[src/rtl/drt_pkg.sv]
// drt_pkg: shared constants, stage bus types and compact target expansion
// used by every file of the difficulty retarget block but drt_checker; no dependencies
package drt_pkg;

    localparam int unsigned WideW = 256;

    localparam logic [30:0] HistoryHeight = 31'd15000;
    localparam logic [15:0] SpanMin       = 16'd2700;
    localparam logic [15:0] SpanMax       = 16'd43200;
    localparam logic [13:0] TargetSpan    = 14'd10800;   // 3 * 60 * 60
    localparam logic [31:0] LimitReset    = 32'h1e0fffff;

    // floor(x / 10800) == (x * DivRecip) >> DivShift for any x below 2^30
    localparam logic [30:0] DivRecip = 31'd1628906116;
    localparam int unsigned DivShift = 44;

    localparam int unsigned MulCells = WideW / 32;
    localparam int unsigned DivCells = WideW / 16;

    typedef struct packed {
        logic             valid;
        logic [WideW-1:0] value;
        logic [15:0]      span;
        logic [15:0]      carry;
    } t_mul_bus;

    typedef struct packed {
        logic             valid;
        logic [WideW-1:0] value;
        logic [13:0]      rem;
    } t_div_bus;

    typedef struct packed {
        logic             valid;
        logic [WideW-1:0] value;
        logic [29:0]      cur;
        logic [15:0]      quo;
    } t_div_mid;

    // compact word to 256-bit integer; sign bit ignored, oversize shifts give zero
    function automatic logic [WideW-1:0] expand_compact(input logic [31:0] bits);
        logic [7:0]       expo;
        logic [22:0]      mant;
        logic [7:0]       sh;
        logic [WideW-1:0] v;
        expo = bits[31:24];
        mant = bits[22:0];
        sh   = expo - 8'd3;
        v    = '0;
        if (expo <= 8'd3) begin
            unique case (expo[1:0])
                2'd0: v = '0;
                2'd1: v = {{(WideW-7){1'b0}}, mant[22:16]};
                2'd2: v = {{(WideW-15){1'b0}}, mant[22:8]};
                default: v = {{(WideW-23){1'b0}}, mant};
            endcase
        end else if (sh < 8'd32) begin
            v = {{(WideW-23){1'b0}}, mant} << {sh[4:0], 3'b000};
        end
        return v;
    endfunction

endpackage

[src/rtl/drt_encode.sv]
// drt_encode: cap at the limit and re-encode to compact form, four stages
// depends on drt_pkg; last stage is the result register
module drt_encode (
    input  logic                      i_clk,
    input  logic                      i_rst_n,
    input  logic                      i_en,
    input  drt_pkg::t_div_bus         i_bus,
    input  logic [drt_pkg::WideW-1:0] i_limit,
    output logic                      o_valid,
    output logic [31:0]               o_bits
);
    import drt_pkg::*;

    logic             r_e1_valid;
    logic [WideW-1:0] r_e1_value;
    logic [7:0]       r_e1_gt;
    logic [7:0]       r_e1_eq;
    logic [7:0]       n_e1_gt;
    logic [7:0]       n_e1_eq;

    logic             r_e2_valid;
    logic [WideW-1:0] r_e2_sel;
    logic             greater;

    logic             r_e3_valid;
    logic [WideW-1:0] r_e3_sel;
    logic [5:0]       r_e3_size;
    logic [5:0]       n_e3_size;
    logic [7:0]       limb_nz;
    logic [1:0]       limb_hb [8];

    logic             r_out_valid;
    logic [31:0]      r_out_bits;
    logic [31:0]      n_out_bits;
    logic [23:0]      word;

    function automatic logic [7:0] byte_at(input logic [WideW-1:0] v,
                                           input logic [5:0] size,
                                           input logic [1:0] below);
        logic signed [6:0] idx;
        idx = $signed({1'b0, size}) - $signed({5'b0, below}) - 7'sd1;
        if (idx < 0) begin
            return 8'h00;
        end
        return v[{idx[4:0], 3'b000} +: 8];
    endfunction

    always_comb begin
        for (int i = 0; i < 8; i++) begin
            n_e1_gt[i] = i_bus.value[32*i +: 32] > i_limit[32*i +: 32];
            n_e1_eq[i] = i_bus.value[32*i +: 32] == i_limit[32*i +: 32];
        end
    end

    // top limb that differs decides
    always_comb begin
        greater = 1'b0;
        for (int i = 0; i < 8; i++) begin
            if (r_e1_gt[i]) begin
                greater = 1'b1;
            end else if (!r_e1_eq[i]) begin
                greater = 1'b0;
            end
        end
    end

    always_comb begin
        n_e3_size = '0;
        for (int i = 0; i < 8; i++) begin
            limb_nz[i] = |r_e2_sel[32*i +: 32];
            limb_hb[i] = 2'd0;
            for (int b = 0; b < 4; b++) begin
                if (|r_e2_sel[32*i + 8*b +: 8]) begin
                    limb_hb[i] = 2'(b);
                end
            end
        end
        for (int i = 0; i < 8; i++) begin
            if (limb_nz[i]) begin
                n_e3_size = {1'b0, 3'(i), limb_hb[i]} + 6'd1;
            end
        end
    end

    always_comb begin
        word = {byte_at(r_e3_sel, r_e3_size, 2'd0),
                byte_at(r_e3_sel, r_e3_size, 2'd1),
                byte_at(r_e3_sel, r_e3_size, 2'd2)};
        // mantissa may not carry the sign bit: move down a byte
        if (word[23]) begin
            n_out_bits = {2'b00, r_e3_size + 6'd1, 8'h00, word[23:8]};
        end else begin
            n_out_bits = {2'b00, r_e3_size, word};
        end
    end

    always_ff @(posedge i_clk) begin
        if (!i_rst_n) begin
            r_e1_valid  <= 1'b0;
            r_e2_valid  <= 1'b0;
            r_e3_valid  <= 1'b0;
            r_out_valid <= 1'b0;
        end else if (i_en) begin
            r_e1_valid  <= i_bus.valid;
            r_e1_value  <= i_bus.value;
            r_e1_gt     <= n_e1_gt;
            r_e1_eq     <= n_e1_eq;
            r_e2_valid  <= r_e1_valid;
            r_e2_sel    <= greater ? i_limit : r_e1_value;
            r_e3_valid  <= r_e2_valid;
            r_e3_sel    <= r_e2_sel;
            r_e3_size   <= n_e3_size;
            r_out_valid <= r_e3_valid;
            r_out_bits  <= n_out_bits;
        end
    end

    assign o_valid = r_out_valid;
    assign o_bits  = r_out_bits;

endmodule

[config.mk]
export PLATFORM = sky130hd
export DESIGN_NAME = drt_encode
export DESIGN_NICKNAME = d
export VERILOG_FILES = /design/src/rtl/drt_pkg.sv /design/src/rtl/drt_encode.sv
export SDC_FILE = /design/constraint.sdc
export NUM_CORES = 2
export LEC_CHECK = 0
export BUFFER_PORTS_ARGS = -buffer_cell sky130_fd_sc_hd__buf_2
export CAP_MARGIN = 10
export CORE_ASPECT_RATIO = 0.8
export CORE_UTILIZATION = 58
export CTS_CLUSTER_SIZE = 16
export DETAILED_ROUTE_END_ITERATION = 10
export PLACE_DENSITY = 0.8
export RECOVER_POWER = 50
export SLEW_MARGIN = 20
export SYNTH_ARGS = -nofsm -noshare
export SYNTH_HDL_FRONTEND = slang
export SYNTH_SLANG_ARGS = --single-unit
export TNS_END_PERCENT = 100
[constraint.sdc]
create_clock -name i_clk -period 24.5 [get_ports i_clk]
set_input_delay 2.45 -clock i_clk [delete_from_list [all_inputs] [get_ports i_clk]]
set_output_delay 2.45 -clock i_clk [all_outputs]
set_load 0.02 [all_outputs]
After elaboration in Yosys (flattened, before gate mapping):

Cells that the tools add are included.

* bits in registers: 826
* word-level logic and storage cells: 138
* bits of input ports: 530
* output and inout bits: 33

* shift-type cells: 3
* $add $sub $neg: 13
* $lt $le $gt $ge: 11
* mux-type cells: 58
* equal/unequal tests: 8
* reduce and logical (&&, ||, !) cells: 33

Operator list (count)
* $shiftx 256x9->8: 3
* $eq 32x32->1: 8
* $gt 32x32->1: 8
* $mux 256: 1
* $reduce_or 32->1: 8
* $reduce_or 8->1: 24
* $mux 8: 6
* $mux 6: 7
* $mux 2: 16
* $mux 30: 1
* $mux 1: 26
* $add 5x1->6 const B: 4
* $lt 7x1->1 const B: 3
* $sub 7x2->7 const B: 2
* $add 4x1->5 const B: 2
* $sub 6x1->7 const B: 1
* $sub 6x2->7 const B: 1
* $add 6x1->6 const B: 1
* $add 3x1->4 const B: 1
* $add 2x1->3 const B: 1
* $mux 3: 1
* $reduce_and 2->1: 1

Longest topological paths before layout:

* word-level depth: 16
* depth in mapped cells: 13
* mapped depth without buffers: 10

Least setup slack after synthesis:

OpenSTA, ideal clock, no wires.

* path kind: input to register
* from: input port i_en
* to: register r_out_bits[0], in the netlist o_bits[0] (enable)
* library setup time: 1.290 ns
* setup slack: 2.161 ns
* cell stages on the path: 2
* required time: 23.210 ns
* path buffers: 1
* data arrival time: 21.049 ns
* path through: clkbuf_1 -> and2_1

* longest elaborated chain between the ends: 1

Ends and longest elaborated chain
* start, declared: RTL line drt_encode.sv:6 `input logic i_en,`
* $reduce_and 2->1 (no source line)
* end signal, assigned: RTL line drt_encode.sv:114 `r_out_bits <= n_out_bits;`
* end, declared: RTL line drt_encode.sv:33 `logic [31:0] r_out_bits;`

Every way passes these cells.
A chain may end at the register's enable or synchronous reset.

Final worst setup path:

* from: input port i_en
* to: register r_e2_sel[134] (enable)

* longest elaborated chain between the ends: 1

Ends and longest elaborated chain
* $reduce_and 2->1 (no source line)
* end signal, assigned: RTL line drt_encode.sv:109 `r_e2_sel <= greater ? i_limit : r_e1_value;`
* end, declared: RTL line drt_encode.sv:22 `logic [WideW-1:0] r_e2_sel;`

Every way passes these cells.

==> impl_metrics.tcl <==
set metrics [dict create \
    rows 87 \
    clk_path_buf_depth 3 \
    drc 0 \
    start_util_pct 59.2 \
    synth_edf_count 818 \
    vias_per_cell 6.28 \
    portBuffers 545 \
    routed-via-count 27122 \
    rr_startpoint "r_e1_gt[0]$_DFFE_PP_" \
    synthDistinctLibCells 73 \
    hold_path.class "register to register" \
    synth_seq_cells 822 \
    power_frac_clock_pct 37.3 \
    combPwrFrac_pct 13.0 \
    drtPass1Iterations 6 \
    critPathRequiredTime_ns 24.76 \
    switchingPower_uw 820 \
    setup_tns_ns 0 \
    die_h_microns 243 \
    critical-path-slowest-cell "and2_0" \
    grt_start_max_net_pins 196 \
    p_sw_share_pct 24.4 \
    die_w_microns 303 \
    rsz0062_at_grt "no" \
    synth_seq_area_share_pct 58.6 \
    wl_per_cell_microns 25.7 \
    post_cts_buffers 0 \
    status "finished with violations" \
    netlist_area_sq_um 42100 \
    slew_viol_final 324 \
    grt_first_pass_wirelength_microns 164000 \
    worstMarginPinSlew_ns 4.23 \
    cp-start-kind "input port" \
    ctsResizeCount 0 \
    grt_pass1_vias 27289 \
    seq_power_share_pct 49.7 \
    final_nets 4104 \
    critical_path.most_common_cell "clkbuf_1" \
    fin_crit_ns 8.66 \
    synthFlopType "edfxtp_1" \
    critPathLaunch "i_en" \
    ctsHoldBuffers 0 \
    violations "capacitance limit, slew limit" \
    ir_drop_uv 58.9 \
    finalHoldViolCount 0 \
    fmax_ghz 0.116 \
    syn_avg_cell_area_sq_um 15.3 \
    leakagePower_uw 0.0182 \
    finalNonFillerCells 4320 \
    ant_nets 0 \
    cts_tree "done" \
    cts_buffers 82 \
    async_flop_share_pct 0 \
    cts_sinks 822 \
    synth_cells 2756 \
    setup.worst_path.end_class "register" \
    grt_use_total_pct 30.1 \
    place_congestion 0.944 \
    core_area_sq_um 71100 \
    p_per_area_nw_per_um2 70.0 \
    holdCritStartpoint "r_e2_sel[3]$_DFFE_PP_" \
    clock_latency_ns 0.64 \
    drt-total-wl_microns 111000 \
    clockRootBuffer "clkbuf_16" \
    crit_chain "clkbuf_1, and2_0, clkbuf_1, buf_16" \
    setup_viol 0 \
    p_int_uw 2540 \
    first_iter_violations 2638 \
    syn2layout_area_growth_pct 14.4 \
    maxSlewHeadroom_pct -182 \
    worstSetupPathType "input port to register" \
    overflow 0 \
    clk_pin_slew_ns 0.06 \
    cap_violations 6 \
    antenna_found_initial 8 \
    drive_gt1_share_pct 25.6 \
    min_period_over_period_pct 35.3 \
    dp_cells 4159 \
    setup_slack_ns 15.84 \
    finClkSkew_ns 0.0177 \
    dieArea_sq_um 73600 \
    ys_warn_count 0 \
    pin_count 563 \
    crit_arrival_ns 8.92 \
    dp_slack_ns 17.93 \
    hpwl_microns 83300 \
    critical_path.max_stage_delay_ns 2.94 \
    htree_num_levels 3 \
    worst-path-max-fanout 133 \
]
## final timing paths
kind	slack, ns	cells past startpoint	endpoint
setup / recovery	15.84	4	r_e2_sel[134]$_DFFE_PP_
hold / removal	0.45	0	r_e3_sel[3]$_DFFE_PP_
setup reg to reg	16.70	9	r_e2_sel[127]$_DFFE_PP_
hold reg to reg	0.45	0	r_e3_sel[3]$_DFFE_PP_
## cells in the mapped netlist (4+ instances only)
cell type	number	area, sq um
a2111oi_0	4	35.0
a211o_1	5	43.8
a211oi_1	13	97.6
a21o_1	57	428
a21oi_1	74	370
a221oi_1	4	35.0
a31oi_1	17	106
a32o_1	6	60.1
and2_1	6	37.5
and3_1	8	50.1
buf_1	4	15.0
buf_2	34	170
buf_4	14	105
clkbuf_1	48	180
dfxtp_1	4	80.1
edfxtp_1	818	24600
ha_1	263	3290
inv_1	275	1030
mux2_1	13	146
mux2_2	278	3130
mux2i_1	34	340
mux4_2	197	4440
nand2_1	124	465
nand2b_1	5	31.3
nand3_1	28	140
nand4_1	62	388
nor2_1	59	221
nor2b_1	30	188
nor3_1	15	75.1
nor4_1	59	369
o211ai_1	14	105
o21a_1	18	135
o21ai_0	51	255
o21ai_1	24	120
o22ai_1	7	43.8
o31ai_1	5	37.5
or3_1	6	37.5
or4_1	7	52.6
or4_4	4	45.0
xnor2_1	13	114
## cell families (layout without fill, tap and decap cells)
group / Yosys count / in the layout / synth area share [%]
muxes: 522 / 522 / 19.2
xor gates and xnor gates: 17 / 17 / 0.408
buffers and inverters: 377 / 997 / 3.59
adders and majority gates: 263 / 263 / 7.83
other: 1 / 11 / 0.00892
DFF: 822 / 822 / 58.6
and+or+nand+nor: 427 / 427 / 5.35
AOI/OAI and AO/OA: 327 / 327 / 5.06
## power by group through the flow
stage                     registers, uW  logic [uW]  clock network [uW]
after global placement             1690         423                   0
final                              1670         438                1260
after detailed placement           1700         434                   0
after floorplan                    1730         275                   0
after CTS                          1670         439                1270
after global routing               1680         474                1320
## final cells by class
type                       count  area [sq um]
multi-input combinational   1559         16000
clock inverter                49           508
inverter                     277          1040
clock buffer                 102          2150
tap                          934          1170
sequential                   822         24600
fill                        5040         23000
timing repair buffer         569          2610
antenna                        8          20.0
## layout by cell type (no fill, tap or decap), types with 6 or more instances in the layout
cell and count:
mux4_2 197, clkinv_2 7, clkinvlp_4 7, or3_1 6, nor2_1 59, bufinv_16 8, nand4_1 62, buf_2 271
clkinv_1 17, a21oi_1 74, mux2_2 232, or4_1 7, nor4_1 59, clkbuf_16 83, a21o_1 57, o211ai_1 14
nor2b_1 30, o21a_1 18, mux2i_1 34, o21ai_0 53, clkbuf_1 297, diode_2 8, buf_4 15, o21ai_1 22
a211oi_1 13, o22ai_1 7, ha_1 262, nor3_1 16, nand2_1 124, mux2_1 59, nand3_1 28, xnor2_1 10
and3_1 8, edfxtp_1 818, a32o_1 6, a31oi_1 17, inv_1 275
## registers in the layout, indices dropped and copies added (netlist names)
name and count:
r_e1_value 256, r_e2_sel 256, r_e3_sel 256, o_bits 29
r_e1_gt 8, r_e1_eq 7, r_e3_size 6, o_valid 1
r_e1_valid 1, r_e2_valid 1, r_e3_valid 1
## metal layers
layer  share of wire [%]  track usage, %  up-vias
li1                    -               -    11956
met1                  42            43.3    13605
met2                  45            44.9     1377
met3                  11            8.74      184
met4                 2.5            8.32        0
met5                   0               0        -
## worst max-delay path, delay by kind of cell
kind                   cells  cell delay [ns]
buffers and inverters      3             3.26
AND/OR/NAND/NOR            1             2.94
## metrics by stage
step	util (%)	hold WS [ns]	power (uW)	cell area (sq um)
after floorplan	-	0.417	2010	42100
after global placement	64.3	0.430	2120	45700
after detailed placement	64.3	0.430	2130	45700
after CTS	68.1	0.450	3380	48400
after global routing	67.7	0.452	3470	48100
final	67.7	0.448	3370	48100
(Power assumes the default switching activity.)
