### src/rtl/drt_pkg.sv
// drt_pkg: shared constants, stage bus types and compact target expansion
// used by every file of the difficulty retarget block but drt_checker; no dependencies
package drt_pkg;

    localparam int unsigned WideW = 256;

    localparam logic [30:0] HistoryHeight = 31'd15000;
    localparam logic [15:0] SpanMin       = 16'd2700;
    localparam logic [15:0] SpanMax       = 16'd43200;
    localparam logic [13:0] TargetSpan    = 14'd10800;   // 3 * 60 * 60
    localparam logic [31:0] LimitReset    = 32'h1e0fffff;

    // floor(x / 10800) == (x * DivRecip) >> DivShift for any x below 2^30
    localparam logic [30:0] DivRecip = 31'd1628906116;
    localparam int unsigned DivShift = 44;

    localparam int unsigned MulCells = WideW / 32;
    localparam int unsigned DivCells = WideW / 16;

    typedef struct packed {
        logic             valid;
        logic [WideW-1:0] value;
        logic [15:0]      span;
        logic [15:0]      carry;
    } t_mul_bus;

    typedef struct packed {
        logic             valid;
        logic [WideW-1:0] value;
        logic [13:0]      rem;
    } t_div_bus;

    typedef struct packed {
        logic             valid;
        logic [WideW-1:0] value;
        logic [29:0]      cur;
        logic [15:0]      quo;
    } t_div_mid;

    // compact word to 256-bit integer; sign bit ignored, oversize shifts give zero
    function automatic logic [WideW-1:0] expand_compact(input logic [31:0] bits);
        logic [7:0]       expo;
        logic [22:0]      mant;
        logic [7:0]       sh;
        logic [WideW-1:0] v;
        expo = bits[31:24];
        mant = bits[22:0];
        sh   = expo - 8'd3;
        v    = '0;
        if (expo <= 8'd3) begin
            unique case (expo[1:0])
                2'd0: v = '0;
                2'd1: v = {{(WideW-7){1'b0}}, mant[22:16]};
                2'd2: v = {{(WideW-15){1'b0}}, mant[22:8]};
                default: v = {{(WideW-23){1'b0}}, mant};
            endcase
        end else if (sh < 8'd32) begin
            v = {{(WideW-23){1'b0}}, mant} << {sh[4:0], 3'b000};
        end
        return v;
    endfunction

endpackage

### src/rtl/drt_div_cell.sv
// drt_div_cell: one 16-bit digit of the divide by 10800, two register stages
// depends on drt_pkg; quotient digit by reciprocal, then the remainder
module drt_div_cell (
    input  logic              i_clk,
    input  logic              i_rst_n,
    input  logic              i_en,
    input  drt_pkg::t_div_bus i_bus,
    output drt_pkg::t_div_bus o_bus
);
    import drt_pkg::*;

    t_div_mid    r_mid;
    t_div_mid    n_mid;
    t_div_bus    r_bus;
    t_div_bus    n_bus;
    logic [60:0] recip_prod;
    logic [29:0] back_prod;
    logic [29:0] rem_full;

    always_comb begin
        n_mid.valid = i_bus.valid;
        n_mid.value = i_bus.value;
        n_mid.cur   = {i_bus.rem, i_bus.value[WideW-1:WideW-16]};
        recip_prod  = 61'(n_mid.cur) * 61'(DivRecip);
        n_mid.quo   = recip_prod[DivShift +: 16];
    end

    always_comb begin
        back_prod   = 30'(r_mid.quo) * 30'(TargetSpan);
        rem_full    = r_mid.cur - back_prod;
        n_bus.valid = r_mid.valid;
        // quotient digit enters at the bottom as the dividend shifts up
        n_bus.value = {r_mid.value[WideW-17:0], r_mid.quo};
        n_bus.rem   = rem_full[13:0];
    end

    always_ff @(posedge i_clk) begin
        if (!i_rst_n) begin
            r_mid.valid <= 1'b0;
            r_bus.valid <= 1'b0;
        end else if (i_en) begin
            r_mid <= n_mid;
            r_bus <= n_bus;
        end
    end

    assign o_bus = r_bus;

endmodule

### config.mk
export PLATFORM = sky130hd
export DESIGN_NAME = drt_div_cell
export DESIGN_NICKNAME = d
export VERILOG_FILES = /design/src/rtl/drt_pkg.sv /design/src/rtl/drt_div_cell.sv
export SDC_FILE = /design/constraint.sdc
export NUM_CORES = 1
export LEC_CHECK = 0
export ABC_AREA = 1
export ABC_CLOCK_PERIOD_IN_PS = 10400
export BUFFER_PORTS_ARGS = -buffer_cell sky130_fd_sc_hd__buf_4
export CAP_MARGIN = 20
export CORE_MARGIN = 2
export CORE_UTILIZATION = 47
export CTS_CLUSTER_SIZE = 30
export DETAILED_ROUTE_END_ITERATION = 12
export PLACE_DENSITY_LB_ADDON = 0.3
export SETUP_SLACK_MARGIN = 0.02
export SYNTH_ARGS = -nofsm -noshare
export SYNTH_HDL_FRONTEND = slang
export SYNTH_SLANG_ARGS = --single-unit
### constraint.sdc
create_clock -name i_clk -period 10.4 [get_ports i_clk]
set_clock_uncertainty 0.05 [all_clocks]
set_input_delay 0 -clock i_clk [delete_from_list [all_inputs] [get_ports i_clk]]
set_output_delay 0 -clock i_clk [all_outputs]
set_load 0.01 [all_outputs]
### Yosys cells after proc, flatten, opt, wreduce, memory -nomap -nowiden

Cells that the tools add are included.
Widths: inputs -> output; s select.

* output and inout port bits: 271
* word-level logic and storage cells: 11
* memories: 0
* register bits after elaboration: 542
* latch bits: 0
* bits of input ports: 274
* RAM bits: 0
* bits in read-only memories: 0

* reductions and logical operators: 1
* $mul: 2
* muxes and demuxes: 0
* add/sub/neg operators: 1
* bitwise gates (word level): 0
* shifts and indexed selects: 0
* order comparisons: 0
* divide/modulo/power cells: 0
* equality and inequality tests: 0

Operators by type and width (count)
* $mul 30x29->58 const B: 1
* $mul 16x10->10 const B: 1
* $sub 14x14->14: 1
* $reduce_and 2->1: 1

### Logic depth before layout (Yosys ltp)

Gate-level depths: netlist of the first run.

* depth after elaboration: 2
* gate-level depth with buffers: 26
* depth with buffers taken out: 26

### Worst setup path before layout of the first run

Ideal clock, no wire load.

* path kind: input to register
* start point: input i_rst_n
* end point: register r_mid (netlist bit n_bus[100]), enable pin
* arrival time: 10.359 ns
* data required time: 9.464 ns
* library setup time: 0.886 ns
* buffers on the path: 0
* slack: -0.894 ns
* cell stages on the path: 2
* path through: nand2_1 > inv_1

* cells in the longest elaborated chain, start to end: 1

RTL lines
* from (decl): line drt_div_cell.sv:5 `input logic i_rst_n,`
* $reduce_and 2->1 (no line)
* to (signal assigned): line drt_div_cell.sv:42 `r_mid <= n_mid;`
* to (decl): line drt_div_cell.sv:12 `t_div_mid r_mid;`

No other way between the ends.
A chain may end at the register's enable or synchronous reset.

### Worst setup path after layout of the first run

* start point: input i_bus[256] (netlist bit)
* end point: register r_mid (netlist bit n_bus[25]) (data pin)

* cells in the longest elaborated chain, start to end: 1

RTL lines
* from (decl): line drt_div_cell.sv:7 `input drt_pkg::t_div_bus i_bus,`
* $mul 30x29->58: line drt_div_cell.sv:24 `recip_prod = 61'(n_mid.cur) * 61'(DivRecip);`
* named net recip_prod[55]: line drt_div_cell.sv:16 `logic [60:0] recip_prod;`

The timed path passes the listed nets, and every way through them passes these cells.

==> out/qor.log, run 1 <==
INFO  finish         regArea=16300um^2
INFO  logic_synthesis post-synth-top-area-fraction=52.2%
INFO  flow_run       cap_viol_max_count=0
INFO  critical_path  setup.worst_path.end=n_bus[25]
INFO  critical_path  worst_path_largest_cell_delay=0.57ns
INFO  placed_design  post-dp-hpwl=64500um
INFO  sta            count_of_final_setup_violators=0
INFO  global_route   grt_overflow=0
INFO  logic_synthesis synth_area_leaders=sky130_fd_sc_hd__edfxtp_1, sky130_fd_sc_hd__ha_1, sky130_fd_sc_hd__fa_1
INFO  critical_path  critical_path.startpoint=i_bus[256]
INFO  logic_synthesis post_synth.cell_area_avg=12.7um^2
INFO  critical_path  worst-path-buf-inv=7
INFO  global_route   grt_max_degree=192
INFO  detailed_routing drc=0
INFO  die            floorplan.die.width=261um
INFO  critical_path  timing.setup.critical_path_class=in2reg
INFO  detailed_routing detailroute.via_count=20.8k
INFO  logic_synthesis syn-cell-area=31000um^2
INFO  logic_synthesis synthDominantAreaCellType=sky130_fd_sc_hd__edfxtp_1
INFO  critical_path  worst_path_most_repeated_cell=sky130_fd_sc_hd__fa_1
INFO  clock_network  cts_made_buffers=52
INFO  finish         drive_above_1_share=19.6%
INFO  global_route   grt_first_pass_wirelength=126000um
INFO  detailed_routing dr.pass1.iters=6
INFO  sta            worst-slew-pin-transition=1.05ns
INFO  die            core_region_area=65500um^2
INFO  critical_path  rr_worst_depth=16
INFO  critical_path  critical_path.top_delay_family=adder cells
INFO  critical_path  timing.rr.start=n_bus[15]
INFO  critical_path  timing.critical_path.fanout_max=11
INFO  detailed_routing initialDrtViolationCount=1650
INFO  global_route   antenna_found_initial=9
INFO  clock_network  clk_pin_slew_worst_paths=0.07ns
INFO  clock_network  cts.repair_timing.setup_buffer_count=0
INFO  detailed_routing routed_wirelength=86400um
INFO  logic_synthesis synth-edff-count=540
INFO  clock_network  clkSinkCount=542
INFO  sta            grt_setup_unrepaired=false
INFO  die            dieHeight=261um
INFO  sta            achievable-frequency=173MHz
INFO  critical_path  crit-reg2reg-capture=o_bus[13]
INFO  logic_synthesis ys_dominant_reg_cell=sky130_fd_sc_hd__edfxtp_1
INFO  sta            min_period=5.78ns
INFO  finish         nFillCells=4883
INFO  detailed_routing wire_per_inst=20.4um
INFO  clock_network  htree_num_levels=2
INFO  placed_design  port_buffers=544
INFO  clock_network  clkLatencyLatePin=0.59ns
INFO  detailed_routing final_antenna_net_count=0
INFO  placed_design  placed_cells=3864
INFO  placed_design  routability_cong=0.914
INFO  sta            hold_violations=0
INFO  logic_synthesis post_synth_num_cell_types=31
INFO  finish         area.growth.synth_to_final=30.8%
INFO  worst_hold_path holdCritPathClass=in2reg
INFO  die            io_pins=545
INFO  finish         num-nets-final=4213
INFO  logic_synthesis async_flop_share=0%
INFO  die            fp-row-count=94
INFO  clock_network  tritoncts=done
INFO  critical_path  cp_cell_sequence=dlygate4sd3_1 > buf_4 > fa_1 > ha_1 > inv_1 > fa_1 > fa_1 > inv_1 > ha_1 > fa_1 > fa_1 > inv_1 > fa_1 > inv_1 > ha_1 > nand2_1 > nor2_1 > inv_1 > nor3_1 > nand2_1 > nand2_1 > nand2_1 > nand4_1 > nand2_1
INFO  logic_synthesis postSynthNetCount=3348
INFO  sta            timing.setup.tns=0ns
INFO  global_route   first_global_vias=21.8k
INFO  critical_path  crit_slowest_cell=sky130_fd_sc_hd__fa_1
INFO  finish         layoutNonFillerInstCount=4231
INFO  global_route   grt.total_usage=24.9%
INFO  clock_network  cts_max_path_buffers=3
INFO  sta            worst_slew_margin_rel=29.7%
INFO  critical_path  crit_path_start_kind=input pin
INFO  critical_path  worst-r2r-setup-slack=6.19ns
INFO  die            initial_core_util=47.4%
INFO  critical_path  worstSetupPathDepth=24
INFO  critical_path  worstPathRequired=10.67ns
INFO  logic_synthesis most_numerous_cell_in_the_yosys_netlist=sky130_fd_sc_hd__inv_1
INFO  sta            timing.final.crit_share=55.6%
INFO  clock_network  clock_root_buffer=sky130_fd_sc_hd__clkbuf_16
INFO  critical_path  worstSetupEndpointType=flip-flop
INFO  die            design.die.area=68100um^2
INFO  logic_synthesis synth_cells=2451
INFO  detailed_routing vias_per_cell=4.93
INFO  logic_synthesis ys_top_cells_by_count=sky130_fd_sc_hd__inv_1, sky130_fd_sc_hd__edfxtp_1, sky130_fd_sc_hd__nand2_1
INFO  logic_synthesis yosysWarningCount=0
INFO  logic_synthesis ys_ff_latch=542
INFO  critical_path  critical_path_arrival=6.05ns
INFO  outcome        run_status=complete, no violations
INFO  finish         multi_input_area=12700um^2
INFO  sta            count_of_pins_over_their_slew_limit=0
INFO  logic_synthesis synth-seq-area-share=52.4%
==> routing by layer <==
| metal | vias up | GRT usage, % | part of all wire (%) |
|---|---|---|---|
| met5 | - | 0.556 | 0.072 |
| met3 | 186 | 4.51 | 6.6 |
| li1 | 9767 | - | - |
| met4 | 2 | 10.4 | 4.3 |
| met1 | 10200 | 29.9 | 38 |
| met2 | 729 | 44.1 | 51 |
==> stage by stage <==
step                setup slack [ns]  util (%)  hold slack [ns]  instance area [um^2]
floorplan                       1.76         -           0.0489                 31000
global placement                4.66      55.3            0.129                 36300
detailed placement              4.63      55.3            0.129                 36300
CTS                             4.66      61.8           0.0541                 40500
global route                    4.31      61.9           0.0557                 40600
finish                          4.62      61.9           0.0800                 40600
==> cells by family (layout without fill, tap and decap cells) <==
group,after synthesis,in the layout,synth area share (%)
DFF,542,542,52.4
xor gates and xnor gates,22,22,0.621
other,0,9,0
AOI/OAI and AO/OA,74,74,1.28
and+or+nand+nor,628,628,8.54
adders and majority gates,623,623,30.4
buffers and inverters,562,1469,6.80
==> final cells by class <==
type | count | share of cell area (%)
flip-flops and latches | 542 | 40.1
repair buffers | 811 | 16.7
inverters | 562 | 5.21
clock buffers | 67 | 3.40
well taps | 864 | 2.66
clock inverters | 29 | 0.657
diodes | 9 | 0.0555
multi-input cells | 1347 | 31.2
==> layout by cell type, fill, tap and decap left out, drive strengths merged <==
| master | n |
|---|---|
| inv | 566 |
| buf | 551 |
| edfxtp | 540 |
| nand2 | 434 |
| ha | 405 |
| dlygate4sd3 | 260 |
| fa | 218 |
| nor2 | 100 |
| clkbuf | 67 |
| a21oi | 48 |
| nand3 | 47 |
| nand4 | 23 |
| clkinv | 20 |
| o21ai | 15 |
| xor2 | 13 |
| nor3 | 11 |
| diode | 9 |
| xnor2 | 9 |
| nand3b | 6 |
| and2 | 4 |
| o21bai | 4 |
| a21o | 3 |
| and3 | 3 |
| bufinv | 3 |
| clkinvlp | 2 |
| dfxtp | 2 |
| a31oi | 1 |
| o211ai | 1 |
| a211oi | 1 |
| o21a | 1 |
==> worst min-delay path by stage <==
stage	start	endpoint	slack, ns	cells past startpoint
after CTS	i_bus[244]	n_bus[260]	0.05	2
after global placement	i_bus[41]	n_bus[57]	0.13	1
after global routing	i_bus[135]	n_bus[151]	0.06	2
final	i_bus[135]	n_bus[151]	0.08	2
after floorplan	i_bus[84]	n_bus[100]	0.05	0
after detailed placement	i_bus[64]	n_bus[80]	0.13	1
==> flip-flops by register name, indices dropped and copies added (netlist names) <==
signal  flops
o_bus     271
r_mid      14
n_bus     257
==> repair_timing <==
item,in CTS,in global routing
hold endpoints to repair,256,0
hold buffers,260,0
resized for setup,0,0
Power of run 1 is not shown: default switching activity piles up to over one toggle a cycle in this logic, so the estimate is an artifact.
==> run 2, diff against run 1 <==
ABC_CLOCK_PERIOD_IN_PS = 4750   (was 10400)
clock period = 4.75 ns   (was 10.4 ns; I/O delays follow)
==> run 2 against run 1 <==
The flow now finishes with violations (setup timing). Cell area grew 5.9%. Die area is the same. Core utilization grew 3.7 points. Sequential cell count is the same. First-iteration DRC count shrank 5.6%. Non-clock buffer count grew 133. Final cell count grew 3.0%. Global-route usage grew 0.58 points. Hold slack gained 0.010 ns. Via count grew 2.3%. Largest cell class unchanged. Critical path type unchanged. Sequential share of layout area shrank 2.2 points.
==> out/qor.log, run 2 (same netlist as run 1, synthesis figures left out) <==
INFO  sta            worst-slew-pin-transition=0.991ns [was 1.05 ns]
INFO  sta            worst_slew_margin_rel=33.9% [was 29.7%]
INFO  die            fp-row-count=94 [unchanged]
INFO  finish         num-nets-final=4344 [was 4213]
INFO  finish         final_util=65.6% [was 61.9%]
INFO  sta            count_of_pins_over_their_slew_limit=0 [unchanged]
INFO  sta            achievable-frequency=207MHz
INFO  sta            min_period=4.83ns
INFO  placed_design  routability_cong=0.925 [was 0.914]
INFO  finish         nFillCells=4678 [was 4883]
INFO  sta            timing.final.crit_share=102%
INFO  clock_network  cts_made_buffers=50 [was 52]
INFO  sta            count_of_final_setup_violators=2 [was 0]
INFO  sta            setup_ws=-0.0836ns [was 4.62 ns]
INFO  die            core_region_area=65500um^2 [unchanged]
INFO  placed_design  port_buffers=544 [unchanged]
INFO  detailed_routing routed_wirelength=88500um [was 86400 um]
INFO  sta            final_worst_hold_slack=0.0900ns [was 0.0800 ns]
INFO  clock_network  clkLatencyLatePin=0.58ns [was 0.59 ns]
INFO  global_route   grt_max_degree=181 [was 192]
INFO  global_route   antenna_found_initial=12 [was 9]
INFO  sta            grt_setup_unrepaired=true [was false]
INFO  critical_path  worstSetupEndpointType=flip-flop [unchanged]
INFO  finish         area.growth.synth_to_final=38.5% [was 30.8%]
INFO  clock_network  htree_num_levels=2 [unchanged]
INFO  critical_path  timing.critical_path.fanout_max=5 [was 11]
INFO  detailed_routing drc=0 [unchanged]
INFO  die            initial_core_util=47.4% [unchanged]
INFO  die            dieHeight=261um [unchanged]
INFO  die            io_pins=545 [unchanged]
INFO  global_route   grt_overflow=0 [unchanged]
INFO  clock_network  clkSinkCount=542 [unchanged]
INFO  placed_design  post-dp-hpwl=65900um [was 64500 um]
INFO  detailed_routing vias_per_cell=4.89 [was 4.93]
INFO  flow_run       cap_viol_max_count=0 [unchanged]
INFO  global_route   grt_first_pass_wirelength=130000um [was 126000 um]
INFO  critical_path  timing.setup.critical_path_class=in2reg [unchanged]
INFO  clock_network  clock_root_buffer=sky130_fd_sc_hd__clkbuf_16 [unchanged]
INFO  detailed_routing detailroute.via_count=21.3k [was 20.8k]
INFO  detailed_routing initialDrtViolationCount=1557 [was 1650]
INFO  outcome        failed_checks=setup timing
INFO  finish         max_ffs_per_register=271 [unchanged]
INFO  detailed_routing final_antenna_net_count=0 [unchanged]
INFO  detailed_routing dr.pass1.iters=5 [was 6]
INFO  global_route   grt.total_usage=25.5% [was 24.9%]
INFO  finish         mostFrequentLayoutCells=sky130_fd_sc_hd__buf_4, sky130_fd_sc_hd__edfxtp_1, sky130_fd_sc_hd__inv_1, sky130_fd_sc_hd__ha_1, sky130_fd_sc_hd__nand2_1 [was sky130_fd_sc_hd__inv_1, sky130_fd_sc_hd__buf_4, sky130_fd_sc_hd__edfxtp_1, sky130_fd_sc_hd__nand2_1, sky130_fd_sc_hd__ha_1]
INFO  sta            hold_violations=0 [unchanged]
INFO  finish         mostFrequentLayoutCell=sky130_fd_sc_hd__buf_4 [was sky130_fd_sc_hd__inv_1]
INFO  outcome        run_status=finished with violations [was complete, no violations]
INFO  critical_path  worstPathRequired=5.01ns [was 10.67 ns]
INFO  critical_path  critical_path_arrival=5.09ns [was 6.05 ns]
INFO  critical_path  worst-r2r-setup-slack=0.68ns [was 6.19 ns]
INFO  critical_path  crit_path_start_kind=input pin [unchanged]
INFO  detailed_routing wire_per_inst=20.3um [was 20.4 um]
INFO  worst_hold_path holdCritPathClass=in2reg [unchanged]
INFO  global_route   first_global_vias=22.4k [was 21.8k]
INFO  clock_network  cts_max_path_buffers=3 [unchanged]
INFO  die            design.die.area=68100um^2 [unchanged]
INFO  clock_network  tritoncts=done [unchanged]
INFO  die            floorplan.die.width=261um [unchanged]
INFO  clock_network  clk_pin_slew_worst_paths=0.07ns [about the same]
INFO  finish         drive_above_1_share=30.8% [was 19.6%]
[run 2: cell types whose count changed in the layout (fill, tap and decap cells not counted), sizes merged]
cell | previous run | this run
bufinv | 3 | 5
clkbuf | 67 | 58
clkinv | 20 | 22
inv | 566 | 564
buf | 551 | 684
clkinvlp | 2 | 4
[run 2: worst max-delay path: stages]
cell,delay (ns)
sky130_fd_sc_hd__buf_12,0.11
sky130_fd_sc_hd__fa_2,0.59
sky130_fd_sc_hd__ha_4,0.21
sky130_fd_sc_hd__ha_4,0.26
sky130_fd_sc_hd__inv_2,0.03
sky130_fd_sc_hd__fa_1,0.54
sky130_fd_sc_hd__inv_2,0.04
sky130_fd_sc_hd__fa_1,0.56
sky130_fd_sc_hd__fa_2,0.45
sky130_fd_sc_hd__fa_1,0.49
sky130_fd_sc_hd__inv_1,0.05
sky130_fd_sc_hd__fa_1,0.49
sky130_fd_sc_hd__inv_2,0.05
sky130_fd_sc_hd__ha_4,0.30
sky130_fd_sc_hd__nand2_4,0.07
sky130_fd_sc_hd__buf_4,0.14
sky130_fd_sc_hd__nor2_4,0.13
sky130_fd_sc_hd__nand2_2,0.10
sky130_fd_sc_hd__nor2_2,0.16
sky130_fd_sc_hd__nand4_1,0.12
sky130_fd_sc_hd__nand4_1,0.13
sky130_fd_sc_hd__nand2_2,0.08
[run 2: timing repair]
item | CTS | global route
endpoints found under the hold margin | 256 | 0
cloned | 0 | 0
gates resized for setup | 58 | 226
hold buffers | 260 | 0
endpoints found under the setup margin | 14 | 16
setup buffers | 4 | 8
pin swaps | 48 | 104
[run 2: area by class of cell]
class | count | area, um^2 | share of cell area (%)
clock inverters | 33 | 315 | 0.734
inverters | 562 | 2120 | 4.93
well taps | 864 | 1080 | 2.52
repair buffers | 944 | 7850 | 18.3
flip-flops and latches | 542 | 16300 | 37.8
multi-input cells | 1347 | 14000 | 32.7
diodes | 9 | 22.5 | 0.0524
clock buffers | 58 | 1300 | 3.03
[run 2: metal layers]
layer / GRT usage, % / part of all wire (%)
met1: 30.3 / 38
met2: 45.8 / 52
met3: 4.34 / 5.9
met4: 10.5 / 4.4
met5: 0 / 0.062
[run 2: path summary, 6_finish.rpt]
path         depth (start not counted)    endpoint       start
min reg2reg                          0  o_bus[122]  n_bus[122]
max reg2reg                         16   o_bus[13]   n_bus[15]
max                                 22   n_bus[14]  i_bus[266]
min                                  2  n_bus[116]  i_bus[100]
[run 2: per-stage QoR]
stage	setup slack (ns)	setup TNS, ns	cell area [um^2]	cells
detailed placement	-0.808	-10.59	37500	3988
finish	-0.0836	-0.0870	43000	4359
CTS	0.0123	0	42000	4343
global placement	-0.724	-10.07	37500	3988
global route	-0.167	-1.08	43000	4358
floorplan	-3.86	-2085.18	31300	2451
Power of run 2 is left out for the same reason.
