===== config.mk =====
export PLATFORM = sky130hd
export DESIGN_NAME = drt_mul_cell
export DESIGN_NICKNAME = d
export VERILOG_FILES = /design/src/rtl/drt_pkg.sv /design/src/rtl/drt_mul_cell.sv
export SDC_FILE = /design/constraint.sdc
export NUM_CORES = 1
export LEC_CHECK = 0
export ABC_AREA = 1
export ABC_CLOCK_PERIOD_IN_PS = 8900
export BUFFER_PORTS_ARGS = -buffer_cell sky130_fd_sc_hd__buf_2
export CAP_MARGIN = 20
export CORE_AREA = 2 2 350 352
export CTS_BUF_LIST = sky130_fd_sc_hd__clkbuf_8
export CTS_CLUSTER_SIZE = 28
export DETAILED_ROUTE_END_ITERATION = 10
export DIE_AREA = 0 0 352 354
export GPL_TIMING_DRIVEN = 0
export PLACE_DENSITY = 0.43
export SETUP_SLACK_MARGIN = 0.2
export SYNTH_ARGS = -nofsm -noshare
export SYNTH_HDL_FRONTEND = slang
export SYNTH_SLANG_ARGS = --single-unit

===== constraint.sdc =====
create_clock -name i_clk -period 8.9 [get_ports i_clk]
set_input_delay 1.78 -clock i_clk [delete_from_list [all_inputs] [get_ports i_clk]]
set_output_delay 1.78 -clock i_clk [all_outputs]
set_load 0.1 [all_outputs]

===== src/rtl/drt_pkg.sv =====
// drt_pkg: shared constants, stage bus types and compact target expansion
// used by every file of the difficulty retarget block but drt_checker; no dependencies
package drt_pkg;

    localparam int unsigned WideW = 256;

    localparam logic [30:0] HistoryHeight = 31'd15000;
    localparam logic [15:0] SpanMin       = 16'd2700;
    localparam logic [15:0] SpanMax       = 16'd43200;
    localparam logic [13:0] TargetSpan    = 14'd10800;   // 3 * 60 * 60
    localparam logic [31:0] LimitReset    = 32'h1e0fffff;

    // floor(x / 10800) == (x * DivRecip) >> DivShift for any x below 2^30
    localparam logic [30:0] DivRecip = 31'd1628906116;
    localparam int unsigned DivShift = 44;

    localparam int unsigned MulCells = WideW / 32;
    localparam int unsigned DivCells = WideW / 16;

    typedef struct packed {
        logic             valid;
        logic [WideW-1:0] value;
        logic [15:0]      span;
        logic [15:0]      carry;
    } t_mul_bus;

    typedef struct packed {
        logic             valid;
        logic [WideW-1:0] value;
        logic [13:0]      rem;
    } t_div_bus;

    typedef struct packed {
        logic             valid;
        logic [WideW-1:0] value;
        logic [29:0]      cur;
        logic [15:0]      quo;
    } t_div_mid;

    // compact word to 256-bit integer; sign bit ignored, oversize shifts give zero
    function automatic logic [WideW-1:0] expand_compact(input logic [31:0] bits);
        logic [7:0]       expo;
        logic [22:0]      mant;
        logic [7:0]       sh;
        logic [WideW-1:0] v;
        expo = bits[31:24];
        mant = bits[22:0];
        sh   = expo - 8'd3;
        v    = '0;
        if (expo <= 8'd3) begin
            unique case (expo[1:0])
                2'd0: v = '0;
                2'd1: v = {{(WideW-7){1'b0}}, mant[22:16]};
                2'd2: v = {{(WideW-15){1'b0}}, mant[22:8]};
                default: v = {{(WideW-23){1'b0}}, mant};
            endcase
        end else if (sh < 8'd32) begin
            v = {{(WideW-23){1'b0}}, mant} << {sh[4:0], 3'b000};
        end
        return v;
    endfunction

endpackage


===== src/rtl/drt_mul_cell.sv =====
// drt_mul_cell: one 32-bit limb of the target times span step
// depends on drt_pkg; the value rotates one limb down per cell
module drt_mul_cell (
    input  logic              i_clk,
    input  logic              i_rst_n,
    input  logic              i_en,
    input  drt_pkg::t_mul_bus i_bus,
    output drt_pkg::t_mul_bus o_bus
);
    import drt_pkg::*;

    t_mul_bus    r_bus;
    t_mul_bus    n_bus;
    logic [47:0] prod;

    assign prod = 48'(i_bus.value[31:0]) * 48'(i_bus.span) + 48'(i_bus.carry);

    always_comb begin
        n_bus       = i_bus;
        // finished limb goes in at the top, the next one comes down to bit 0
        n_bus.value = {prod[31:0], i_bus.value[WideW-1:32]};
        n_bus.carry = prod[47:32];
    end

    always_ff @(posedge i_clk) begin
        if (!i_rst_n) begin
            r_bus.valid <= 1'b0;
        end else if (i_en) begin
            r_bus <= n_bus;
        end
    end

    assign o_bus = r_bus;

endmodule


Yosys cells after proc, flatten, opt, wreduce, memory -nomap -nowiden
Index checks and enable logic that the tools add are counted.
{ "op_classes": {"addsub": 1, "mul": 1, "n_div": 0, "order_cmp": 0, "n_eq_ne": 0, "shifts": 0, "muxes": 0, "bitwise_logic": 0, "n_reduce_logical": 1} }
{ "ops": {"columns": ["cell", "n"], "rows": [
  ["adder 48 x 16 -> 48 bit", 1],
  ["multiplier 32 x 16 -> 48 bit", 1],
  ["AND reduction 2 bit", 1]
]} }
{ "totals": {"register_bits": 289, "latchBits": 0, "ramBits": 0, "romBits": 0, "in_bits": 292, "out_inout_bits": 289, "elab_cells": 7, "mem_count": 0} }

Depth between registers and ports, before layout
Gate-level depths: netlist (run 1).
{ "depth": {"ltp_word": 2, "depth_mapped": 28, "mapped_depth_nobuf": 27} }

Least setup slack after synthesis (run 1)
No wires, ideal clock.
{ "synth_timing": {"path_kind": "input -> register", "startpoint": "input port i_rst_n", "endpoint": "register r_bus (netlist bit o_bus[0]), enable pin", "setup_time_ns": 0.638, "arrival_time_ns": 7.333, "t_required_ns": 8.262, "path_slack_ns": 0.929, "path_stages": 2, "path_buffers": 0, "cell_sequence": "nand2_1 inv_1"} }
{ "synth_between": {"elab_chain_len": 1} }
{ "synth_lines": {"columns": ["item", "line", "rtl"], "rows": [
  ["start: declaration", "drt_mul_cell.sv:5", "input logic i_rst_n,"],
  ["AND reduction 2 bit (no line)", null, null],
  ["end signal: assignment", "drt_mul_cell.sv:29", "r_bus <= n_bus;"],
  ["end: declaration", "drt_mul_cell.sv:12", "t_mul_bus r_bus;"]
]} }
Every way passes these cells.
A chain may end at the register's enable or synchronous reset.

Final worst setup path (run 1)
{ "layout_timing": {"startpoint": "input port i_bus[24] in the netlist's numbering", "endpoint": "register r_bus (netlist bit o_bus[280]) (data pin)"} }
{ "layout_between": {"elab_chain_len": 2} }
{ "layout_lines": {"columns": ["item", "line", "rtl"], "rows": [
  ["start: declaration", "drt_mul_cell.sv:7", "input drt_pkg::t_mul_bus i_bus,"],
  ["multiplier 32 x 16 -> 48 bit", "drt_mul_cell.sv:16", "assign prod = 48'(i_bus.value[31:0]) * 48'(i_bus.span) + 48'(i_bus.carry);"],
  ["adder 48 x 16 -> 48 bit", "drt_mul_cell.sv:16", null],
  ["net prod[24]", "drt_mul_cell.sv:14", "logic [47:0] prod;"]
]} }
The timed path passes the listed nets, and every way through them passes these cells.

==> impl_metrics.ini, run 1 <==
[cts]
postCtsHoldBufs = 0
clock_latency_ps = 740
cts_tree = built
cts_resized = 0
cts_root_buffer = clkbuf_8
clk_pin_slew_ps = 60
numCtsBuffers = 56
post_cts.repair.setup_buffers = 0
htree_levels = 2
cts.sinks = 289
clockBufferDepth = 3

[place]
place_hpwl_mm = 87.7
dp_cells = 5154
globalplace.congestion = 0.877
io_buffers = 548

[final_layout]
final_common_cell = inv_1
largest_reg_flops = 289
drive_gt1_share_pct = 19.0
layout.cells.most_common_list = 959 x inv_1, 840 x nand2_1, 548 x buf_2, 434 x fa_1, 288 x edfxtp_1
nNetsFinal = 4451
fin_cells = 5262
final_util_pct = 27.7
area_delta_synth_final_pct = 21.6

[critical_path]
cp-end-kind = flop
path_cells = buf_2 -> clkbuf_1 -> nand2_1 -> fa_1 -> inv_1 -> fa_1 -> fa_1 -> fa_1 -> fa_1 -> inv_1 -> fa_1 -> inv_1 -> ha_1 -> nand2_1 -> nor2_2 -> nand2_1 -> nor2_1 -> nand2_1 -> nand3_2 -> xor2_1
crit_type = input port to flop
crit_top_cell = fa_1
start_kind = input port
crit_path_max_fanout = 10
cp.arrival_ps = 8080
crit_buf_inv = 5
cp.required_ps = 9300
crit_family = adder cells
max_stage_delay_ps = 800
cp_slowest_cell = clkbuf_1

[job]
max_cap_violations = 0

[yosys]
ys_warn_count = 0
ys_seq_area_share_pct = 31.5
synth_area_sq_um = 27600
synthFlopType = edfxtp_1
avgSynthCellArea_sq_um = 9.25
syn_nets = 3843
async_reset_ff_share_pct = 0
netlist_instances = 2979
synth_edf_count = 288
synthDistinctLibCells = 26
ys_ff_latch = 289

[sta]
setup_viol = 0
fin_crit_sh_pct = 86.3
finalMaxSlewViolations = 0
relSlewSlack_pct = 32.0
finalHoldViolCount = 0
max_freq_ghz = 0.130
timing.hold.ws_ps = 547
worst_pin_slew_ps = 1020
setup_tns_ps = 0
finClkSkew_ps = 0
period_minus_slack_ps = 7680
grt_setup_unrepaired = false

[global_routing]
grt_max_degree = 115
grt_pass1_vias = 22262
grt_pass1_wl_mm = 152
grt_overflow = 0
globalRouteTotalUtil_pct = 17.0
antenna_found_initial = 22

[die]
die_h_um = 354
ios = 581
die_x_um = 352
std_cell_rows = 128
fp.dieArea_sq_um = 125000
start_util_pct = 22.8
core_area_sq_um = 121000

[routing]
firstDrtPassIters = 5
drt-initial-drc-count = 1376
vias = 20956
ant_nets = 0
drt-vias-per-instance = 3.98
wl_mm = 105
wire_per_inst_um = 19.9
drc = 0

[status]
status = completed

[hold_path]
worstHoldPathType = flop to flop
## logic make-up after synthesis
kind of cell | share of synthesized area (%)
AND/OR/NAND/NOR | 14.7
buffers and inverters | 14.3
flip-flops | 31.5
XOR/XNOR | 0.890
AO/OA/AOI/OAI | 0.808
adder cells (fa/ha/maj) | 37.8
## through the flow
step	setup slack (ps)	instance area (sq um)
2_1_floorplan	929	27600
3_3_place_gp	-2590	32300
3_5_place_dp	616	32400
4_1_cts	1360	33500
5_1_grt	1120	33500
6_report	1220	33500
## path summary, 6_finish.rpt
check                   from          to  slack [ps]  depth (start not counted)
hold reg to reg   o_bus[288]  o_bus[288]         550                          2
hold / removal    o_bus[288]  o_bus[288]         550                          2
setup reg to reg  o_bus[288]  o_bus[288]        8280                          2
setup / recovery   i_bus[24]  o_bus[280]        1220                         20
## layout make-up
type	instances	area (sq um)
sequential	289	8670
buffer	112	420
timing repair buffer	550	2800
inverter	941	3540
tap	1625	2030
antenna	4	10.0
fill	13141	87400
multi-input combinational	1637	14900
clock buffer	56	771
clock inverter	48	343
## layer usage
| layer | global-route usage [%] | vias up | share of wire, % |
|---|---|---|---|
| met4 | 4.67 | 10 | 2.8 |
| met2 | 31.7 | 686 | 53 |
| met5 | 0 | - | 0.059 |
| li1 | - | 9730 | - |
| met1 | 19.6 | 10409 | 38 |
| met3 | 3.25 | 121 | 6.2 |
## worst register-to-register path: cells and delay by family, from the launching register on
family | cells | cell delay [ps]
AOI/OAI and AO/OA | 2 | 210
DFF | 1 | 300
## synthesized netlist by cell type (21+ instances only)
cell type	number	share of area [%]
nand2_1	840	11
xor2_1	21	0.67
fa_1	434	32
ha_1	138	6.3
inv_1	938	13
edfxtp_1	288	31
nor2_1	48	0.65
nand2_2	23	0.52
clkbuf_1	112	1.5
nand3_1	32	0.58
a21oi_1	27	0.49
nor2_2	21	0.48
Power of run 1 is left out: the tool's default activity adds up to more than one toggle a clock period on the data nets, which glitch-free logic cannot reach.
==> inputs of run 2 (changes only) <==
--- a/config.mk
+++ b/config.mk
@@ -15,8 +15,9 @@
 export DETAILED_ROUTE_END_ITERATION = 10
 export DIE_AREA = 0 0 352 354
 export GPL_TIMING_DRIVEN = 0
-export PLACE_DENSITY = 0.43
+export PLACE_DENSITY_LB_ADDON = 0.05
 export SETUP_SLACK_MARGIN = 0.2
+export SLEW_MARGIN = 20
 export SYNTH_ARGS = -nofsm -noshare
 export SYNTH_HDL_FRONTEND = slang
 export SYNTH_SLANG_ARGS = --single-unit
==> run 2 against run 1 <==
Clock-buffer cell count stayed put. Cell count about the same. Clock skew did not move. Register-to-register slack worse by 20 ps. First-iteration DRC count is 29% lower. Critical path depth did not move. Wire length increased by 7.7%. Sequential cell count unchanged. Global-route usage up 1.3 points. Fmax shrank 2.5%. Setup slack worse by 200 ps. Critical path type unchanged. Critical endpoint is now o_bus[276]. Largest cell class unchanged.
==> impl_metrics.ini, run 2 (synthesized netlist as in run 1, its figures left out) <==
[critical_path]
cp_slowest_cell = clkbuf_1
crit_buf_inv = 5
max_stage_delay_ps = 850
cp.required_ps = 9290
crit_top_cell = fa_1
cp-end-kind = flop
start_kind = input port
regToRegEndpoint = o_bus[288]
path_cells = buf_2 -> clkbuf_1 -> nand2_1 -> fa_1 -> fa_1 -> fa_1 -> fa_1 -> inv_1 -> fa_1 -> inv_1 -> fa_1 -> inv_1 -> ha_1 -> nand2_2 -> nor2_4 -> nand3_1 -> nand3_2 -> nand2_2 -> nand2_2 -> xor2_1
cp.arrival_ps = 8270
r2r_cells = 2
crit_family = adder cells
r2r_slack_ps = 8260
r2r-start = o_bus[288]
crit_type = input port to flop
crit_path_max_fanout = 10

[sta]
fin_crit_sh_pct = 88.5
period_minus_slack_ps = 7880
grt_setup_unrepaired = false
finalHoldViolCount = 0
worst_pin_slew_ps = 1110
finClkSkew_ps = 0
relSlewSlack_pct = 26.0
max_freq_ghz = 0.127
finalMaxSlewViolations = 0
setup_viol = 0

[hold_path]
worstHoldPathType = flop to flop
holdPathEnd = o_bus[288]
worstHoldStart = o_bus[288]
min_path_cells = 2

[final_layout]
drive_gt1_share_pct = 19.1
final_common_cell = inv_1
nNetsFinal = 4454
largest_reg_flops = 289
fin_cells = 5258
layout.cells.most_common_list = 954 x inv_1, 840 x nand2_1, 548 x buf_2, 434 x fa_1, 288 x edfxtp_1
area_delta_synth_final_pct = 21.5

[global_routing]
antenna_found_initial = 23
grt_max_degree = 97
grt_overflow = 0
grt_pass1_wl_mm = 162
globalRouteTotalUtil_pct = 18.2
grt_pass1_vias = 22410

[cts]
clk_pin_slew_ps = 60
clock_latency_ps = 700
post_cts.repair.setup_buffers = 0
clockBufferDepth = 3
cts_tree = built
cts_root_buffer = clkbuf_8
numCtsBuffers = 56
htree_levels = 2
cts.sinks = 289
postCtsHoldBufs = 0
cts_resized = 0

[place]
globalplace.congestion = 0.821
dp_cells = 5157
io_buffers = 548
place_hpwl_mm = 94.6

[die]
fp.dieArea_sq_um = 125000
core_area_sq_um = 121000
start_util_pct = 22.8
ios = 581
die_h_um = 354
std_cell_rows = 128
die_x_um = 352

[routing]
wire_per_inst_um = 21.4
vias = 20656
drt-vias-per-instance = 3.93
firstDrtPassIters = 5
ant_nets = 0
wl_mm = 113
drc = 0
drt-initial-drc-count = 979

[status]
status = completed

[job]
max_cap_violations = 0
==> run 2: cell count changes in the layout (fill, tap and decap cells not counted), moves of 2 or more <==
cell       delta
inv_1         -5
clkbuf_2      +5
bufinv_16     -2
clkbuf_1      -5
buf_6         +2
clkinv_2      -3
clkinv_1      +4
==> run 2: worst reg2reg max path: cells and delay by family, from the launching register on <==
family	cells	cell delay (ps)
DFF	1	320
AOI/OAI and AO/OA	2	210
==> run 2: worst max-delay path by stage <==
stage,from,slack (ps),to,cells past startpoint
final,i_bus[18],1020,o_bus[276],20
after detailed placement,i_bus[39],250,o_bus[275],23
after CTS,i_bus[39],1100,o_bus[275],23
after global placement,i_en,-3130,o_bus[175],3
after global routing,i_bus[62],820,o_bus[12],22
after floorplan,i_rst_n,930,o_bus[0],2
==> run 2: final cells by class <==
cell class | count | area [sq um]
fillers | 13164 | 87400
plain buffers | 112 | 427
multi-input cells | 1637 | 14900
well taps | 1625 | 2030
clock buffers | 56 | 771
repair buffers | 553 | 2850
clock inverters | 41 | 240
inverters | 941 | 3540
diodes | 4 | 10.0
flip-flops and latches | 289 | 8670
==> run 2: per-stage QoR <==
step	worst slack, ps	area (sq um)	hold WS (ps)	utilization (%)	TNS, ps
finish	1020	33500	565	27.7	0
global route	816	33500	599	27.7	0
CTS	1100	33500	570	27.7	0
detailed placement	249	32500	560	26.8	0
global placement	-3130	32300	551	26.7	-873160
floorplan	929	27600	986	-	0
==> run 2: per-layer routing <==
layer  vias up  global-route usage, %  share of wire [%]
li1       9713                      -                  -
met1     10295                   22.6                 42
met2       532                   33.6                 52
met3       110                   2.53                4.1
met4         6                   3.43                1.7
met5         -                      0              0.036
Power of run 2 is left out for the same reason.
==> inputs of run 3 (changes only) <==
--- a/config.mk
+++ b/config.mk
@@ -5,15 +5,14 @@
 export SDC_FILE = /design/constraint.sdc
 export NUM_CORES = 1
 export LEC_CHECK = 0
-export ABC_AREA = 1
 export ABC_CLOCK_PERIOD_IN_PS = 8900
 export BUFFER_PORTS_ARGS = -buffer_cell sky130_fd_sc_hd__buf_2
 export CAP_MARGIN = 20
-export CORE_AREA = 2 2 350 352
+export CORE_AREA = 2 2 339 341
 export CTS_BUF_LIST = sky130_fd_sc_hd__clkbuf_8
 export CTS_CLUSTER_SIZE = 28
 export DETAILED_ROUTE_END_ITERATION = 10
-export DIE_AREA = 0 0 352 354
+export DIE_AREA = 0 0 341 343
 export GPL_TIMING_DRIVEN = 0
 export PLACE_DENSITY_LB_ADDON = 0.05
 export SETUP_SLACK_MARGIN = 0.2
==> run 3 against run 2 <==
Design area shrank 4.7%. Fmax down 7.4%. Global-route usage fell by 1.7 points. First-iteration DRC count decreased by 4.5%. Cell count is 14% lower. Sequential share of layout area rose by 1.3 points. Core utilization is 0.44 points higher. Die area is 6.1% lower. Clock skew unchanged. Critical endpoint is now o_bus[15]. Largest cell class unchanged.
==> impl_metrics.ini, run 3 <==
[cts]
numCtsBuffers = 57
cts.sinks = 289
clock_latency_ps = 710
cts_resized = 13
postCtsHoldBufs = 0
cts_root_buffer = clkbuf_8
clk_pin_slew_ps = 60
cts_tree = built
htree_levels = 2
clockBufferDepth = 3
post_cts.repair.setup_buffers = 0

[critical_path]
path_cells = buf_2 -> clkbuf_1 -> nand2_1 -> fa_1 -> fa_1 -> fa_1 -> inv_1 -> fa_1 -> fa_1 -> inv_1 -> fa_1 -> inv_1 -> ha_1 -> and2_1 -> and4_1 -> o21ai_1 -> nand2_1 -> a21oi_2 -> o21ai_2 -> a211o_2 -> a221oi_2 -> xnor2_1
cp_slowest_cell = a21oi_2
crit_buf_inv = 5
max_stage_delay_ps = 570
cp.arrival_ps = 8940
crit_top_cell = fa_1
crit_path_max_fanout = 10
cp.required_ps = 9340
start_kind = input port
crit_type = input port to flop
cp-end-kind = flop
crit_family = adder cells

[yosys]
ys_seq_area_share_pct = 33.5
ys_warn_count = 0
netlist_instances = 2320
async_reset_ff_share_pct = 0
synthTopCellsByArea = fa_1 34%, edfxtp_1 33%, inv_1 8.1%, ha_1 6.7%, and2_1 5.5%
ys_top_cells_by_count = 555 x inv_1, 434 x fa_1, 327 x nand2_1
avgSynthCellArea_sq_um = 11.1
yosysMostFrequentCell = inv_1
synth_top_area_share_pct = 33.6
synthDistinctLibCells = 50
syn_nets = 3184
ys_ff_latch = 289
synth_edf_count = 288
synthFlopType = edfxtp_1
synth_area_sq_um = 25900
synth_top_cell_by_area = fa_1

[final_layout]
area_delta_synth_final_pct = 23.4
final_common_cell = buf_2
largest_reg_flops = 289
nNetsFinal = 3827
drive_gt1_share_pct = 23.1
layout.cells.most_common_list = 581 x buf_2, 576 x inv_1, 434 x fa_1, 327 x nand2_1, 288 x edfxtp_1
fin_cells = 4526
final_util_pct = 28.1

[die]
start_util_pct = 22.8
fp.dieArea_sq_um = 117000
std_cell_rows = 124
core_area_sq_um = 113000
die_x_um = 341
die_h_um = 343
ios = 581

[global_routing]
globalRouteTotalUtil_pct = 16.6
grt_pass1_vias = 20337
gr-usage-met3_pct = 3.11
busiest_layer = met2
antenna_found_initial = 19
grt_overflow = 0
grt_pass1_wl_mm = 140
use_met2_pct = 29.0
grt_max_degree = 57
use_met1_pct = 20.6

[place]
io_buffers = 580
place_hpwl_mm = 81.8
dp_cells = 4417
globalplace.congestion = 0.830

[sta]
finClkSkew_ps = 0
max_freq_ghz = 0.118
fin_crit_sh_pct = 95.5
finalHoldViolCount = 0
period_minus_slack_ps = 8500
setup_viol = 0
grt_setup_unrepaired = false
finalMaxSlewViolations = 0
timing.hold.ws_ps = 520
worst_pin_slew_ps = 1000
setup_tns_ps = 0
relSlewSlack_pct = 33.2

[routing]
drt-initial-drc-count = 935
wire_per_inst_um = 21.4
vias = 18350
wl_mm = 97.0
drc = 0
firstDrtPassIters = 6
ant_nets = 0
drt-vias-per-instance = 4.05

[status]
status = completed

[hold_path]
worstHoldPathType = flop to flop

[job]
max_cap_violations = 0
-- run 3: changes by cell type after synthesis, moves of 23 or more --
cell / change
nand2_2: -23
nor2_1: -26
nand3_1: -25
a21oi_1: +26
inv_1: -383
o21ai_0: +24
nand2_1: -513
and2_1: +224
-- run 3: worst paths after layout --
path         startpoint          to  slack (ps)  cells past startpoint
min reg2reg  o_bus[288]  o_bus[288]         520                      2
min          o_bus[288]  o_bus[288]         520                      2
max           i_bus[41]   o_bus[15]         400                     22
max reg2reg  o_bus[288]  o_bus[288]        8310                      2
-- run 3: area by class of cell --
cell class                      count  area, sq um
Fill cell                       12194        81500
Inverter                          555         2080
Multi-Input combinational cell   1384        14800
Antenna cell                       10         25.0
Clock inverter                     39          215
Tap cell                         1512         1890
Buffer                             91          373
Clock buffer                       61          840
Sequential cell                   289         8670
Timing Repair Buffer              585         3040
-- run 3: logic make-up (layout without fill, tap and decap cells) --
family,count (synthesis),after routing,synth area share [%]
compound gates,147,147,3.64
flops,289,289,33.5
mux,1,1,0.0387
other cells,0,10,0
fa+ha+maj,572,572,40.3
simple gates,619,619,11.6
xor+xnor,45,45,1.52
buf+inv,647,1331,9.43
-- run 3: metal layers --
metal | share of wire, % | vias to the layer above
met4 | 2.9 | 4
met5 | 0.035 | -
met3 | 6.0 | 96
met1 | 41 | 9380
met2 | 50 | 511
li1 | - | 8359
-- run 3: metrics by stage --
| stage | setup WS, ps | area, sq um |
|---|---|---|
| detailed placement | -987 | 30800 |
| global route | 192 | 31900 |
| finish | 396 | 31900 |
| CTS | 354 | 31900 |
| global placement | -910 | 30700 |
| floorplan | 1430 | 25900 |
-- run 3: tightest hold or removal path, stage by stage, from the launching register on --
cell and delay (ps):
dfxtp_1 320, mux2i_1 60, nor2b_1 100
Power of run 3 is left out for the same reason.
